## config.mk

```make
export PLATFORM = sky130hd
export DESIGN_NAME = nor_flash_command_sequencer_flat
export DESIGN_NICKNAME = d
export VERILOG_FILES = /design/src/nfcs_pkg.sv /design/src/nfcs_if.sv /design/src/nor_flash_command_sequencer.sv /design/src/nfcs_front.sv /design/src/nfcs_queue.sv /design/src/nfcs_back.sv /design/src/flat_wrapper.sv
export SDC_FILE = /design/constraint.sdc
export NUM_CORES = 1
export LEC_CHECK = 0
export ABC_AREA = 1
export BUFFER_PORTS_ARGS = -buffer_cell sky130_fd_sc_hd__buf_4
export CORE_MARGIN = 5
export CORE_UTILIZATION = 35
export CTS_CLUSTER_DIAMETER = 100
export DETAILED_ROUTE_END_ITERATION = 12
export PLACE_DENSITY_LB_ADDON = 0.2
export SLEW_MARGIN = 30
export SYNTH_ARGS = -nofsm -noshare
export SYNTH_HDL_FRONTEND = slang
export SYNTH_SLANG_ARGS = --single-unit
```

## constraint.sdc

```tcl
create_clock -name clk -period 6.3 [get_ports clk]
set_input_delay 0.315 -clock clk [delete_from_list [all_inputs] [get_ports clk]]
set_output_delay 0.315 -clock clk [all_outputs]
set_load 0.01 [all_outputs]
```

## src/nfcs_pkg.sv

```systemverilog
`timescale 1ns / 1ps
// Shared types, codes and constants of the NOR flash command sequencer.
package nfcs_pkg;

	localparam int ADDR_W    = 19;
	localparam int DATA_W    = 8;
	localparam int HDATA_W   = 16;
	localparam int CMD_W     = 3;
	localparam int KIND_W    = 2;
	localparam int STATUS_W  = 2;
	localparam int PL_W      = 14;
	localparam int PADDR_W   = 3;
	localparam int PDATA_W   = 32;
	localparam int REG_IDX_W = PADDR_W - 2;

	localparam int ADDRESS_BITS_DEFAULT = 19;
	localparam int QUEUE_DEPTH_DEFAULT  = 4;

	localparam logic [PL_W-1:0] POLL_LIMIT_RESET = 14'd10000;

	// register indexes
	localparam logic [REG_IDX_W-1:0] REG_POLL_LIMIT = 1'b0;

	// host commands
	localparam logic [CMD_W-1:0] CMD_PROGRAM = 3'd0;
	localparam logic [CMD_W-1:0] CMD_ERASE   = 3'd1;
	localparam logic [CMD_W-1:0] CMD_READ_ID = 3'd2;
	localparam logic [CMD_W-1:0] CMD_READ    = 3'd3;
	localparam logic [CMD_W-1:0] CMD_RETURN  = 3'd4;

	// fixed unlock addresses and command bytes
	localparam logic [ADDR_W-1:0] UNLOCK_ADDR_A = 19'h05555;
	localparam logic [ADDR_W-1:0] UNLOCK_ADDR_B = 19'h02AAA;
	localparam logic [DATA_W-1:0] BYTE_UNLOCK_A = 8'hAA;
	localparam logic [DATA_W-1:0] BYTE_UNLOCK_B = 8'h55;
	localparam logic [DATA_W-1:0] BYTE_PROGRAM  = 8'hA0;
	localparam logic [DATA_W-1:0] BYTE_ERASE    = 8'h80;
	localparam logic [DATA_W-1:0] BYTE_CHIP_ERS = 8'h10;
	localparam logic [DATA_W-1:0] BYTE_ID_ENTRY = 8'h90;
	localparam logic [DATA_W-1:0] BYTE_ID_EXIT  = 8'hF0;
	localparam logic [DATA_W-1:0] BYTE_ERASED   = 8'hFF;

	typedef enum logic [KIND_W-1:0] {
		KIND_WRITE  = 2'd0,
		KIND_READ   = 2'd1,
		KIND_REPORT = 2'd2
	} kind_t;

	typedef enum logic [STATUS_W-1:0] {
		ST_DONE    = 2'd0,
		ST_TIMEOUT = 2'd1,
		ST_SKIPPED = 2'd2,
		ST_DATA    = 2'd3
	} status_t;

	// bus sequences the back end knows how to play out
	typedef enum logic [2:0] {
		OP_PROGRAM  = 3'd0,
		OP_ERASE    = 3'd1,
		OP_ID_ENTRY = 3'd2,
		OP_READ     = 3'd3,
		OP_REPORT   = 3'd4,
		OP_ID_EXIT  = 3'd5
	} job_op_t;

	typedef struct packed {
		job_op_t              op;
		logic [ADDR_W-1:0]    addr;
		logic [DATA_W-1:0]    data;
		status_t              status;
		logic [HDATA_W-1:0]   hdata;
	} job_t;

endpackage

```

## src/nfcs_if.sv

```systemverilog
`timescale 1ns / 1ps
// Stream interfaces for host/flash-return items and for bus cycles/reports.
interface nfcs_req_if;
	import nfcs_pkg::*;

	logic                valid;
	logic                ready;
	logic [CMD_W-1:0]    command;
	logic [ADDR_W-1:0]   address;
	logic [DATA_W-1:0]   data;

	modport source (output valid, command, address, data, input ready);
	modport sink   (input valid, command, address, data, output ready);
endinterface

interface nfcs_rsp_if;
	import nfcs_pkg::*;

	logic                valid;
	logic                ready;
	logic [KIND_W-1:0]   kind;
	logic [ADDR_W-1:0]   bus_address;
	logic [DATA_W-1:0]   bus_data;
	logic [STATUS_W-1:0] status;
	logic [HDATA_W-1:0]  host_data;
	logic                last;

	modport source (output valid, kind, bus_address, bus_data, status, host_data, last,
		input ready);
	modport sink   (input valid, kind, bus_address, bus_data, status, host_data, last,
		output ready);
endinterface

```

## src/nor_flash_command_sequencer.sv

```systemverilog
`timescale 1ns / 1ps
// Top level of the parallel NOR flash command sequencer.
//
// Usage:
//   req carries host commands (program byte, chip erase, read id, read byte)
//   and flash read data returns (command 4). rsp carries the results: bus
//   write cycles, bus read requests and host reports; last marks the final
//   result caused by one req transfer.
//   poll_limit is written over the APB port at byte address 0 while idle.
// Flow and throughput:
//   The front end takes one req transfer per clock whenever the 4-entry job
//   queue has room, and decides that item's phase and polling at once.
//   The back end sequencer emits one result per clock while rsp is not
//   stalled; an item yields 1 to 7 results (program 5, erase 7, read id
//   4, id exit 4, others 1), and that sequencer sets the sustained rate.
//   An item's first result passes the job queue, then the output register.
// Stalls and reset:
//   With rsp.ready low the output register holds; the queue keeps taking
//   items until full, then req.ready drops. Reset empties the queue, returns
//   the phase to idle and loads poll_limit with 10000.
module nor_flash_command_sequencer #(
	parameter int ADDRESS_BITS = nfcs_pkg::ADDRESS_BITS_DEFAULT,
	parameter int QUEUE_DEPTH  = nfcs_pkg::QUEUE_DEPTH_DEFAULT
) (
	input  logic                          clk,
	input  logic                          arst_n,
	nfcs_req_if.sink                      req,
	nfcs_rsp_if.source                    rsp,
	input  logic                          psel,
	input  logic                          penable,
	input  logic                          pwrite,
	input  logic [nfcs_pkg::PADDR_W-1:0]  paddr,
	input  logic [nfcs_pkg::PDATA_W-1:0]  pwdata,
	output logic [nfcs_pkg::PDATA_W-1:0]  prdata,
	output logic                          pready
);
	import nfcs_pkg::*;

	logic [PL_W-1:0]       poll_limit_q;
	logic                  reg_hit;
	logic                  q_full;
	logic                  q_push;
	logic                  q_pop;
	logic                  q_head_valid;
	job_t                  q_push_job;
	job_t                  q_head_job;

	// register file: a single poll limit register
	assign pready  = 1'b1;
	assign reg_hit = paddr[PADDR_W-1:2] == REG_POLL_LIMIT;
	assign prdata  = reg_hit ? PDATA_W'(poll_limit_q) : '0;

	always_ff @(posedge clk or negedge arst_n) begin
		if (!arst_n) begin
			poll_limit_q <= POLL_LIMIT_RESET;
		end else if (psel && penable && pwrite && pready && reg_hit) begin
			poll_limit_q <= pwdata[PL_W-1:0];
		end
	end

	// classify items and keep the command phase
	nfcs_front #(
		.ADDRESS_BITS (ADDRESS_BITS)
	) u_front (
		.clk        (clk),
		.arst_n     (arst_n),
		.req        (req),
		.poll_limit (poll_limit_q),
		.queue_full (q_full),
		.push       (q_push),
		.push_job   (q_push_job)
	);

	// decouples the front end from the slow bus sequence
	nfcs_queue #(
		.DEPTH (QUEUE_DEPTH)
	) u_queue (
		.clk        (clk),
		.arst_n     (arst_n),
		.push       (q_push),
		.push_job   (q_push_job),
		.full       (q_full),
		.pop        (q_pop),
		.head_valid (q_head_valid),
		.head_job   (q_head_job)
	);

	// expand jobs into bus cycles and reports
	nfcs_back u_back (
		.clk        (clk),
		.arst_n     (arst_n),
		.head_valid (q_head_valid),
		.head_job   (q_head_job),
		.pop        (q_pop),
		.rsp        (rsp)
	);

endmodule

```

## src/nfcs_front.sv

```systemverilog
`timescale 1ns / 1ps
// Front end: takes items, tracks the command phase and polling, queues bus jobs.
module nfcs_front #(
	parameter int ADDRESS_BITS = nfcs_pkg::ADDRESS_BITS_DEFAULT
) (
	input  logic                        clk,
	input  logic                        arst_n,
	nfcs_req_if.sink                    req,
	input  logic [nfcs_pkg::PL_W-1:0]   poll_limit,
	input  logic                        queue_full,
	output logic                        push,
	output nfcs_pkg::job_t              push_job
);
	import nfcs_pkg::*;

	localparam int AW = (ADDRESS_BITS < ADDR_W) ? ADDRESS_BITS : ADDR_W;
	localparam logic [ADDR_W-1:0] ADDR_MASK = ADDR_W'((64'd1 << AW) - 64'd1);

	typedef enum logic [2:0] {
		PH_IDLE, PH_PROG, PH_ERASE, PH_ID1, PH_ID2, PH_READ
	} phase_t;

	phase_t              phase_q, phase_d;
	logic [PL_W-1:0]     polls_left_q, polls_left_d;
	logic [ADDR_W-1:0]   poll_addr_q, poll_addr_d;
	logic                exp_top_q, exp_top_d;
	logic [DATA_W-1:0]   first_id_q, first_id_d;
	logic                accept;
	logic [ADDR_W-1:0]   addr_m;
	logic [PL_W-1:0]     limit_eff;

	assign req.ready = !queue_full;
	assign accept    = req.valid && req.ready;
	assign addr_m    = req.address & ADDR_MASK;
	assign limit_eff = (poll_limit == '0) ? PL_W'(1) : poll_limit;

	always_comb begin
		phase_d      = phase_q;
		polls_left_d = polls_left_q;
		poll_addr_d  = poll_addr_q;
		exp_top_d    = exp_top_q;
		first_id_d   = first_id_q;
		push         = 1'b0;
		push_job     = '0;
		if (accept) begin
			if (req.command == CMD_RETURN) begin
				case (phase_q)
					PH_PROG, PH_ERASE: begin
						push = 1'b1;
						if (req.data[DATA_W-1] == exp_top_q) begin
							push_job.op     = OP_REPORT;
							push_job.status = ST_DONE;
							phase_d         = PH_IDLE;
						end else if (polls_left_q <= PL_W'(1)) begin
							polls_left_d    = '0;
							push_job.op     = OP_REPORT;
							push_job.status = ST_TIMEOUT;
							phase_d         = PH_IDLE;
						end else begin
							polls_left_d  = polls_left_q - PL_W'(1);
							push_job.op   = OP_READ;
							push_job.addr = poll_addr_q;
						end
					end
					PH_ID1: begin
						push          = 1'b1;
						first_id_d    = req.data;
						push_job.op   = OP_READ;
						push_job.addr = ADDR_W'(1);
						phase_d       = PH_ID2;
					end
					PH_ID2: begin
						push            = 1'b1;
						push_job.op     = OP_ID_EXIT;
						push_job.status = ST_DATA;
						push_job.hdata  = {first_id_q, req.data};
						phase_d         = PH_IDLE;
					end
					PH_READ: begin
						push            = 1'b1;
						push_job.op     = OP_REPORT;
						push_job.status = ST_DATA;
						push_job.hdata  = {{(HDATA_W-DATA_W){1'b0}}, req.data};
						phase_d         = PH_IDLE;
					end
					default: begin
					end
				endcase
			end else if (phase_q == PH_IDLE) begin
				case (req.command)
					CMD_PROGRAM: begin
						push = 1'b1;
						if (req.data == BYTE_ERASED) begin
							push_job.op     = OP_REPORT;
							push_job.status = ST_SKIPPED;
						end else begin
							push_job.op   = OP_PROGRAM;
							push_job.addr = addr_m;
							push_job.data = req.data;
							poll_addr_d   = addr_m;
							exp_top_d     = req.data[DATA_W-1];
							polls_left_d  = limit_eff;
							phase_d       = PH_PROG;
						end
					end
					CMD_ERASE: begin
						push         = 1'b1;
						push_job.op  = OP_ERASE;
						poll_addr_d  = '0;
						exp_top_d    = 1'b1;
						polls_left_d = limit_eff;
						phase_d      = PH_ERASE;
					end
					CMD_READ_ID: begin
						push        = 1'b1;
						push_job.op = OP_ID_ENTRY;
						phase_d     = PH_ID1;
					end
					CMD_READ: begin
						push          = 1'b1;
						push_job.op   = OP_READ;
						push_job.addr = addr_m;
						phase_d       = PH_READ;
					end
					default: begin
					end
				endcase
			end
		end
	end

	always_ff @(posedge clk or negedge arst_n) begin
		if (!arst_n) begin
			phase_q      <= PH_IDLE;
			polls_left_q <= '0;
			poll_addr_q  <= '0;
			exp_top_q    <= 1'b0;
			first_id_q   <= '0;
		end else begin
			phase_q      <= phase_d;
			polls_left_q <= polls_left_d;
			poll_addr_q  <= poll_addr_d;
			exp_top_q    <= exp_top_d;
			first_id_q   <= first_id_d;
		end
	end

	// a poll phase always has at least one read left
	a_polls_nonzero: assert property (@(posedge clk) disable iff (!arst_n)
		(phase_q == PH_PROG || phase_q == PH_ERASE) |-> polls_left_q != '0)
		else $error("poll phase with no polls left");

	// a stray data return while idle yields no job
	a_stray_return: assert property (@(posedge clk) disable iff (!arst_n)
		(accept && req.command == CMD_RETURN && phase_q == PH_IDLE) |-> !push)
		else $error("job queued for stray return");

endmodule

```

## src/nfcs_queue.sv

```systemverilog
`timescale 1ns / 1ps
// Short job queue between the front and back ends.
module nfcs_queue #(
	parameter int DEPTH = nfcs_pkg::QUEUE_DEPTH_DEFAULT
) (
	input  logic            clk,
	input  logic            arst_n,
	input  logic            push,
	input  nfcs_pkg::job_t  push_job,
	output logic            full,
	input  logic            pop,
	output logic            head_valid,
	output nfcs_pkg::job_t  head_job
);
	import nfcs_pkg::*;

	localparam int PTR_W = (DEPTH > 1) ? $clog2(DEPTH) : 1;
	localparam int CNT_W = $clog2(DEPTH + 1);

	job_t              mem_q [DEPTH];
	logic [PTR_W-1:0]  wr_q, rd_q;
	logic [CNT_W-1:0]  count_q;

	assign full       = count_q == CNT_W'(DEPTH);
	assign head_valid = count_q != '0;
	assign head_job   = mem_q[rd_q];

	always_ff @(posedge clk) begin
		if (push) begin
			mem_q[wr_q] <= push_job;
		end
	end

	always_ff @(posedge clk or negedge arst_n) begin
		if (!arst_n) begin
			wr_q    <= '0;
			rd_q    <= '0;
			count_q <= '0;
		end else begin
			if (push) begin
				wr_q <= (wr_q == PTR_W'(DEPTH - 1)) ? '0 : wr_q + PTR_W'(1);
			end
			if (pop) begin
				rd_q <= (rd_q == PTR_W'(DEPTH - 1)) ? '0 : rd_q + PTR_W'(1);
			end
			if (push && !pop) begin
				count_q <= count_q + CNT_W'(1);
			end else if (pop && !push) begin
				count_q <= count_q - CNT_W'(1);
			end
		end
	end

	a_no_overflow: assert property (@(posedge clk) disable iff (!arst_n)
		push |-> !full)
		else $error("push into full job queue");

	a_no_underflow: assert property (@(posedge clk) disable iff (!arst_n)
		pop |-> head_valid)
		else $error("pop from empty job queue");

endmodule

```

## src/nfcs_back.sv

```systemverilog
`timescale 1ns / 1ps
// Back end: plays each queued job out as bus cycles and reports, one per clock unless rsp stalls.
module nfcs_back (
	input  logic            clk,
	input  logic            arst_n,
	input  logic            head_valid,
	input  nfcs_pkg::job_t  head_job,
	output logic            pop,
	nfcs_rsp_if.source      rsp
);
	import nfcs_pkg::*;

	logic [2:0]          step_q;
	logic                load;
	kind_t               seq_kind;
	logic [ADDR_W-1:0]   seq_addr;
	logic [DATA_W-1:0]   seq_data;
	status_t             seq_status;
	logic [HDATA_W-1:0]  seq_hdata;
	logic                seq_last;

	logic                valid_q;
	kind_t               kind_q;
	logic [ADDR_W-1:0]   addr_q;
	logic [DATA_W-1:0]   data_q;
	status_t             status_q;
	logic [HDATA_W-1:0]  hdata_q;
	logic                last_q;

	// one entry of the current job's bus sequence
	always_comb begin
		seq_kind   = KIND_WRITE;
		seq_addr   = '0;
		seq_data   = '0;
		seq_status = ST_DONE;
		seq_hdata  = '0;
		seq_last   = 1'b0;
		case (head_job.op)
			OP_PROGRAM: begin
				case (step_q)
					3'd0: begin seq_addr = UNLOCK_ADDR_A; seq_data = BYTE_UNLOCK_A; end
					3'd1: begin seq_addr = UNLOCK_ADDR_B; seq_data = BYTE_UNLOCK_B; end
					3'd2: begin seq_addr = UNLOCK_ADDR_A; seq_data = BYTE_PROGRAM; end
					3'd3: begin seq_addr = head_job.addr; seq_data = head_job.data; end
					default: begin
						seq_kind = KIND_READ;
						seq_addr = head_job.addr;
						seq_last = 1'b1;
					end
				endcase
			end
			OP_ERASE: begin
				case (step_q)
					3'd0, 3'd3: begin seq_addr = UNLOCK_ADDR_A; seq_data = BYTE_UNLOCK_A; end
					3'd1, 3'd4: begin seq_addr = UNLOCK_ADDR_B; seq_data = BYTE_UNLOCK_B; end
					3'd2: begin seq_addr = UNLOCK_ADDR_A; seq_data = BYTE_ERASE; end
					3'd5: begin seq_addr = UNLOCK_ADDR_A; seq_data = BYTE_CHIP_ERS; end
					default: begin
						seq_kind = KIND_READ;
						seq_addr = head_job.addr;
						seq_last = 1'b1;
					end
				endcase
			end
			OP_ID_ENTRY: begin
				case (step_q)
					3'd0: begin seq_addr = UNLOCK_ADDR_A; seq_data = BYTE_UNLOCK_A; end
					3'd1: begin seq_addr = UNLOCK_ADDR_B; seq_data = BYTE_UNLOCK_B; end
					3'd2: begin seq_addr = UNLOCK_ADDR_A; seq_data = BYTE_ID_ENTRY; end
					default: begin
						seq_kind = KIND_READ;
						seq_addr = head_job.addr;
						seq_last = 1'b1;
					end
				endcase
			end
			OP_ID_EXIT: begin
				case (step_q)
					3'd0: begin seq_addr = UNLOCK_ADDR_A; seq_data = BYTE_UNLOCK_A; end
					3'd1: begin seq_addr = UNLOCK_ADDR_B; seq_data = BYTE_UNLOCK_B; end
					3'd2: begin seq_addr = UNLOCK_ADDR_A; seq_data = BYTE_ID_EXIT; end
					default: begin
						seq_kind   = KIND_REPORT;
						seq_status = head_job.status;
						seq_hdata  = head_job.hdata;
						seq_last   = 1'b1;
					end
				endcase
			end
			OP_READ: begin
				seq_kind = KIND_READ;
				seq_addr = head_job.addr;
				seq_last = 1'b1;
			end
			default: begin
				seq_kind   = KIND_REPORT;
				seq_status = head_job.status;
				seq_hdata  = head_job.hdata;
				seq_last   = 1'b1;
			end
		endcase
	end

	assign load = head_valid && (!valid_q || rsp.ready);
	assign pop  = load && seq_last;

	always_ff @(posedge clk or negedge arst_n) begin
		if (!arst_n) begin
			step_q  <= '0;
			valid_q <= 1'b0;
		end else begin
			if (load) begin
				step_q  <= seq_last ? 3'd0 : step_q + 3'd1;
				valid_q <= 1'b1;
			end else if (rsp.ready) begin
				valid_q <= 1'b0;
			end
		end
	end

	always_ff @(posedge clk) begin
		if (load) begin
			kind_q   <= seq_kind;
			addr_q   <= seq_addr;
			data_q   <= seq_data;
			status_q <= seq_status;
			hdata_q  <= seq_hdata;
			last_q   <= seq_last;
		end
	end

	assign rsp.valid       = valid_q;
	assign rsp.kind        = kind_q;
	assign rsp.bus_address = addr_q;
	assign rsp.bus_data    = data_q;
	assign rsp.status      = status_q;
	assign rsp.host_data   = hdata_q;
	assign rsp.last        = last_q;

	// mid-sequence the job must still be at the queue head
	a_step_has_job: assert property (@(posedge clk) disable iff (!arst_n)
		(step_q != 3'd0) |-> head_valid)
		else $error("sequence step without a job");

	a_step_range: assert property (@(posedge clk) disable iff (!arst_n)
		step_q <= 3'd6)
		else $error("sequence step out of range");

endmodule

```

## src/flat_wrapper.sv

```systemverilog
// flat-port wrapper written by rule: the top's interface ports become plain ports
module nor_flash_command_sequencer_flat import nfcs_pkg::*;
#(
	parameter int ADDRESS_BITS = nfcs_pkg::ADDRESS_BITS_DEFAULT,
	parameter int QUEUE_DEPTH  = nfcs_pkg::QUEUE_DEPTH_DEFAULT
)
  (clk, arst_n, psel, penable, pwrite, paddr, pwdata, prdata, pready, req_valid, req_command, req_address, req_data, req_ready, rsp_valid, rsp_kind, rsp_bus_address, rsp_bus_data, rsp_status, rsp_host_data, rsp_last, rsp_ready);
  nfcs_req_if req_i ();
  nfcs_rsp_if rsp_i ();
  input  logic clk;
  input  logic arst_n;
  input  logic psel;
  input  logic penable;
  input  logic pwrite;
  input  logic [nfcs_pkg::PADDR_W-1:0] paddr;
  input  logic [nfcs_pkg::PDATA_W-1:0] pwdata;
  output logic [nfcs_pkg::PDATA_W-1:0] prdata;
  output logic pready;
  input wire logic [$bits(req_i.valid)-1:0] req_valid;
  input wire logic [$bits(req_i.command)-1:0] req_command;
  input wire logic [$bits(req_i.address)-1:0] req_address;
  input wire logic [$bits(req_i.data)-1:0] req_data;
  output wire logic [$bits(req_i.ready)-1:0] req_ready;
  output wire logic [$bits(rsp_i.valid)-1:0] rsp_valid;
  output wire logic [$bits(rsp_i.kind)-1:0] rsp_kind;
  output wire logic [$bits(rsp_i.bus_address)-1:0] rsp_bus_address;
  output wire logic [$bits(rsp_i.bus_data)-1:0] rsp_bus_data;
  output wire logic [$bits(rsp_i.status)-1:0] rsp_status;
  output wire logic [$bits(rsp_i.host_data)-1:0] rsp_host_data;
  output wire logic [$bits(rsp_i.last)-1:0] rsp_last;
  input wire logic [$bits(rsp_i.ready)-1:0] rsp_ready;
  assign req_i.valid = req_valid;
  assign req_i.command = req_command;
  assign req_i.address = req_address;
  assign req_i.data = req_data;
  assign req_ready = req_i.ready;
  assign rsp_valid = rsp_i.valid;
  assign rsp_kind = rsp_i.kind;
  assign rsp_bus_address = rsp_i.bus_address;
  assign rsp_bus_data = rsp_i.bus_data;
  assign rsp_status = rsp_i.status;
  assign rsp_host_data = rsp_i.host_data;
  assign rsp_last = rsp_i.last;
  assign rsp_i.ready = rsp_ready;
  nor_flash_command_sequencer #(.ADDRESS_BITS(ADDRESS_BITS), .QUEUE_DEPTH(QUEUE_DEPTH)) u_core (.clk(clk), .arst_n(arst_n), .req(req_i), .rsp(rsp_i), .psel(psel), .penable(penable), .pwrite(pwrite), .paddr(paddr), .pwdata(pwdata), .prdata(prdata), .pready(pready));
endmodule
```

==> metrics.txt <==
status complete, no violations; post-layout min period 3.533 ns; total leakage power 6.660 nW; Worst path max stage delay 0.55 ns; path type of the worst min-delay path in -> reg; Initial Utilization 35.18%; first-pass GRT wire length 56.03 mm; Cell variety after synth 44; Reg clk slew, reported paths 0.06 ns; Port Buf Inserts 115; routability congestion estimate 0.8411; Post-Synthesis Cells 1,352; GRT overflow 0; H-tree depth 2; Comb power frac 34.9%; Internal 4.831 mW; CP Capture Type flop; critical path buffer and inverter count 4; Die X 209.4 microns; Seq/Total Area, Yosys 64.44%; commonest non-fill, non-tap cells in the layout nand2_1 (240), edfxtp_1 (240), nor2_1 (201); mean cell area of the mapped netlist 10.29 sq um; peak supply drop 0.2143 mV; drt wl/cell 17.52 microns; EDFF count, synth 240; Slew @ Worst Pin 0.9823 ns; CP cell instances buf_4 > inv_2 > buf_4 > nand2_1 > nand2_1 > nand3_1 > nor2_1 > nor2_1 > nand2_2 > nand2_2 > ha_1 > inv_1 > fa_1 > a21oi_1 > o21ai_0 > xor2_1; Vias 10,065; PD cells 459.3 nW/um^2; pin count of the biggest net entering global routing 68; Arr. time, crit path 3.95 ns; fmax 0.2830 GHz; post-synthesis cell area 13,910 sq um; Slew Viols, Final 0; fin nets 1,568; Top delay family on crit path buffers and inverters; total power 7.627 mW; Max Cap Viol 0; Yosys Warn Count 0; Via density 4.951; Synth async-reset ratio 22.58%; Core Footprint 39,550 sq um; IO Count 155; Core Util, Final 41.99%; FF-to-FF path depth 16; # fillers 3,774; GR Util All Layers 16.11%; Worst Setup EP u_core.u_queue.count_q[2]; Reg area 8966 sq um; Fin Clk Skew 0.02543 ns; Inserted Clock Buffers 36; Worst path depth 16; part of the cycle the worst path needs 56.08%; R2R Setup Slk 2.77 ns; R2R Path End u_core.u_queue.count_q[2]; clock power share 26.1%; detailed-placement wirelength estimate 22.29 mm; normalized max-slew margin 34.44%; clk sinks 310; clock latency on the worst-skew pair 0.55 ns; Starting DRT DRC Count 683; setup TNS 0 ns; height of the die 209.4 microns; DRT Wirelength 35.62 mm; layout cells sized above 1 16.26%; RSZ-0062 raised after global routing false; number of global-route vias before repair 9,766; Final setup viols 0; area grow syn2layout 19.37%; Psw 2.796 mW; Final Hold Viols 0; most used flip-flop cell after synthesis edfxtp_1; Critical R2R Launch u_core.u_queue.rd_q[1]; Std-Cell Rows 73; crit-path max FO 52; Req. time, crit path 6.71 ns; share of power burned in registers 39.0%; iteration count of the initial detailed-routing pass 5; Crit Path Class reg -> reg; CTS Buffer Depth 3; Worst Setup SP u_core.u_queue.rd_q[1]; CTS root buf clkbuf_16; CP max stage cell buf_4; antenna viol nets, final 0; Startpoint Class flop; initial antenna violation count 3; drt drc 0; die area 43,840 sq um; Synth Register Bits 310; Multi-input gate area 4308 sq um; switching part of the total 36.66%; TritonCTS clock tree done
==> routing by layer <==
layer  vias to the layer above  share of wire (%)  global-route usage, %
li1                       4883                  -                      -
met1                      4849                 45                  22.58
met2                       270                 45                  25.19
met3                        57                6.9                  3.632
met4                         6                2.1                  4.815
met5                         -              0.095                      0
==> worst min path at each step <==
stage | to | cells after the start | slack, ns | from
2_1_floorplan | u_core.poll_limit_q[0] | 0 | 0.02 | arst_n
3_3_place_gp | u_core.u_front.poll_addr_q[6] | 1 | 0.18 | arst_n
3_5_place_dp | u_core.u_front.poll_addr_q[6] | 1 | 0.18 | arst_n
4_1_cts | u_core.poll_limit_q[2] | 3 | 0.0002 | pwdata[2]
5_1_grt | u_core.u_front.poll_addr_q[11] | 3 | 0.02 | req_address[11]
6_report | u_core.u_front.poll_addr_q[11] | 3 | 0.03 | req_address[11]
==> Yosys cell counts (3+ instances only) <==
cell type    n  area [sq um]
buf_2       25         125.1
inv_2       11         41.29
nand3_1     80         400.4
nand3_2      3         30.03
a21oi_1     81         405.4
a21oi_2      4         35.03
ha_1        13         162.7
inv_1       70         262.8
nand2_1    240         900.9
a32o_1       3         30.03
nor2_2       6         37.54
nor2_1     206         773.2
dfstp_2      5         131.4
dfrtp_1     65          1627
a31oi_1     20         125.1
o21ai_0    114         570.6
clkbuf_1    25         93.84
buf_4       25         187.7
xnor2_1      3         26.28
nand2_2     11         68.82
o21ai_1      8         40.04
edfxtp_1   240          7207
nor3b_1      5         37.54
o22ai_1     23         143.9
nor3_1      22         110.1
buf_1        5         18.77
xor2_1       8         70.07
nand4_1      7         43.79
==> worst register-to-register path: stages (launching register included) <==
cell and delay (ns):
dfrtp_1 0.32, buf_4 0.55, inv_2 0.29, buf_4 0.39
nand2_1 0.14, nand2_1 0.08, nand3_1 0.14, nor2_1 0.05
nor2_1 0.11, nand2_2 0.14, nand2_2 0.14, ha_1 0.15
inv_1 0.07, fa_1 0.44, a21oi_1 0.15, o21ai_0 0.11
xor2_1 0.16
==> power by group through the flow <==
| stage | combinational (mW) | clock (mW) | sequential [mW] |
|---|---|---|---|
| after floorplan | 1.69 | 0 | 3.07 |
| after global placement | 2.66 | 0 | 3.01 |
| after detailed placement | 2.68 | 0 | 3.02 |
| after CTS | 2.70 | 2.04 | 2.98 |
| after global routing | 3.02 | 2.13 | 3.02 |
| final | 2.66 | 1.99 | 2.97 |
==> registers in the layout (all words and copies together), names as in the netlist <==
name and flops:
u_core.poll_limit_q 14, u_core.u_back.rsp.valid 1, u_core.u_front.phase_q 3, u_core.u_back.rsp.last 1, u_core.u_queue.count_q 3, u_core.u_queue.rd_q 2, u_core.u_back.step_q 3, u_core.u_back.rsp.bus_data 8
u_core.u_front.first_id_q 8, u_core.u_back.rsp.bus_address 19, u_core.u_front.polls_left_q 14, u_core.u_front.exp_top_q 1, u_core.u_queue.wr_q 2, u_core.u_queue.mem_q 192, u_core.u_back.rsp.host_data 16, u_core.u_back.rsp.status 2
u_core.u_back.rsp.kind 2, u_core.u_front.poll_addr_q 19
==> cell type report <==
cell class	instances	share of cell area, %
Antenna cell	1	0.01507
Clock buffer	45	5.816
Clock inverter	18	0.9041
Inverter	83	1.899
Multi-Input combinational cell	894	25.94
Sequential cell	310	53.99
Tap cell	525	3.955
Timing Repair Buffer	157	7.481
==> kinds of logic (layout without fill, tap and decap cells) <==
family | count (synthesis) | count (layout) | synth area share [%]
adder cells (fa/ha/maj) | 14 | 14 | 1.313
buffers and inverters | 165 | 303 | 5.387
flip-flops | 310 | 310 | 64.44
other | 2 | 20 | 0.05398
XOR/XNOR | 11 | 11 | 0.6926
AND/OR/NAND/NOR | 588 | 588 | 17.83
AO/OA/AOI/OAI | 262 | 262 | 10.28
==> metrics by stage <==
stage	cell area [sq um]	std cells	setup WS, ns	hold slack [ns]
after floorplan	13980	1369	2.761	0.01941
after global placement	15230	1944	2.728	0.1774
after detailed placement	15240	1944	2.740	0.1801
after CTS	16590	2031	2.730	0.0001984
after global routing	16600	2032	2.351	0.02426
final	16610	2033	2.767	0.02841
==> timing repair <==
| item | 4_1_cts | 5_1_grt |
|---|---|---|
| hold endpoints to repair | 34 | 0 |
| gates resized for setup | 0 | 0 |
| hold buffers | 24 | 0 |
| setup buffers | 0 | 0 |
Note: power is estimated with default switching activity, not from simulation.
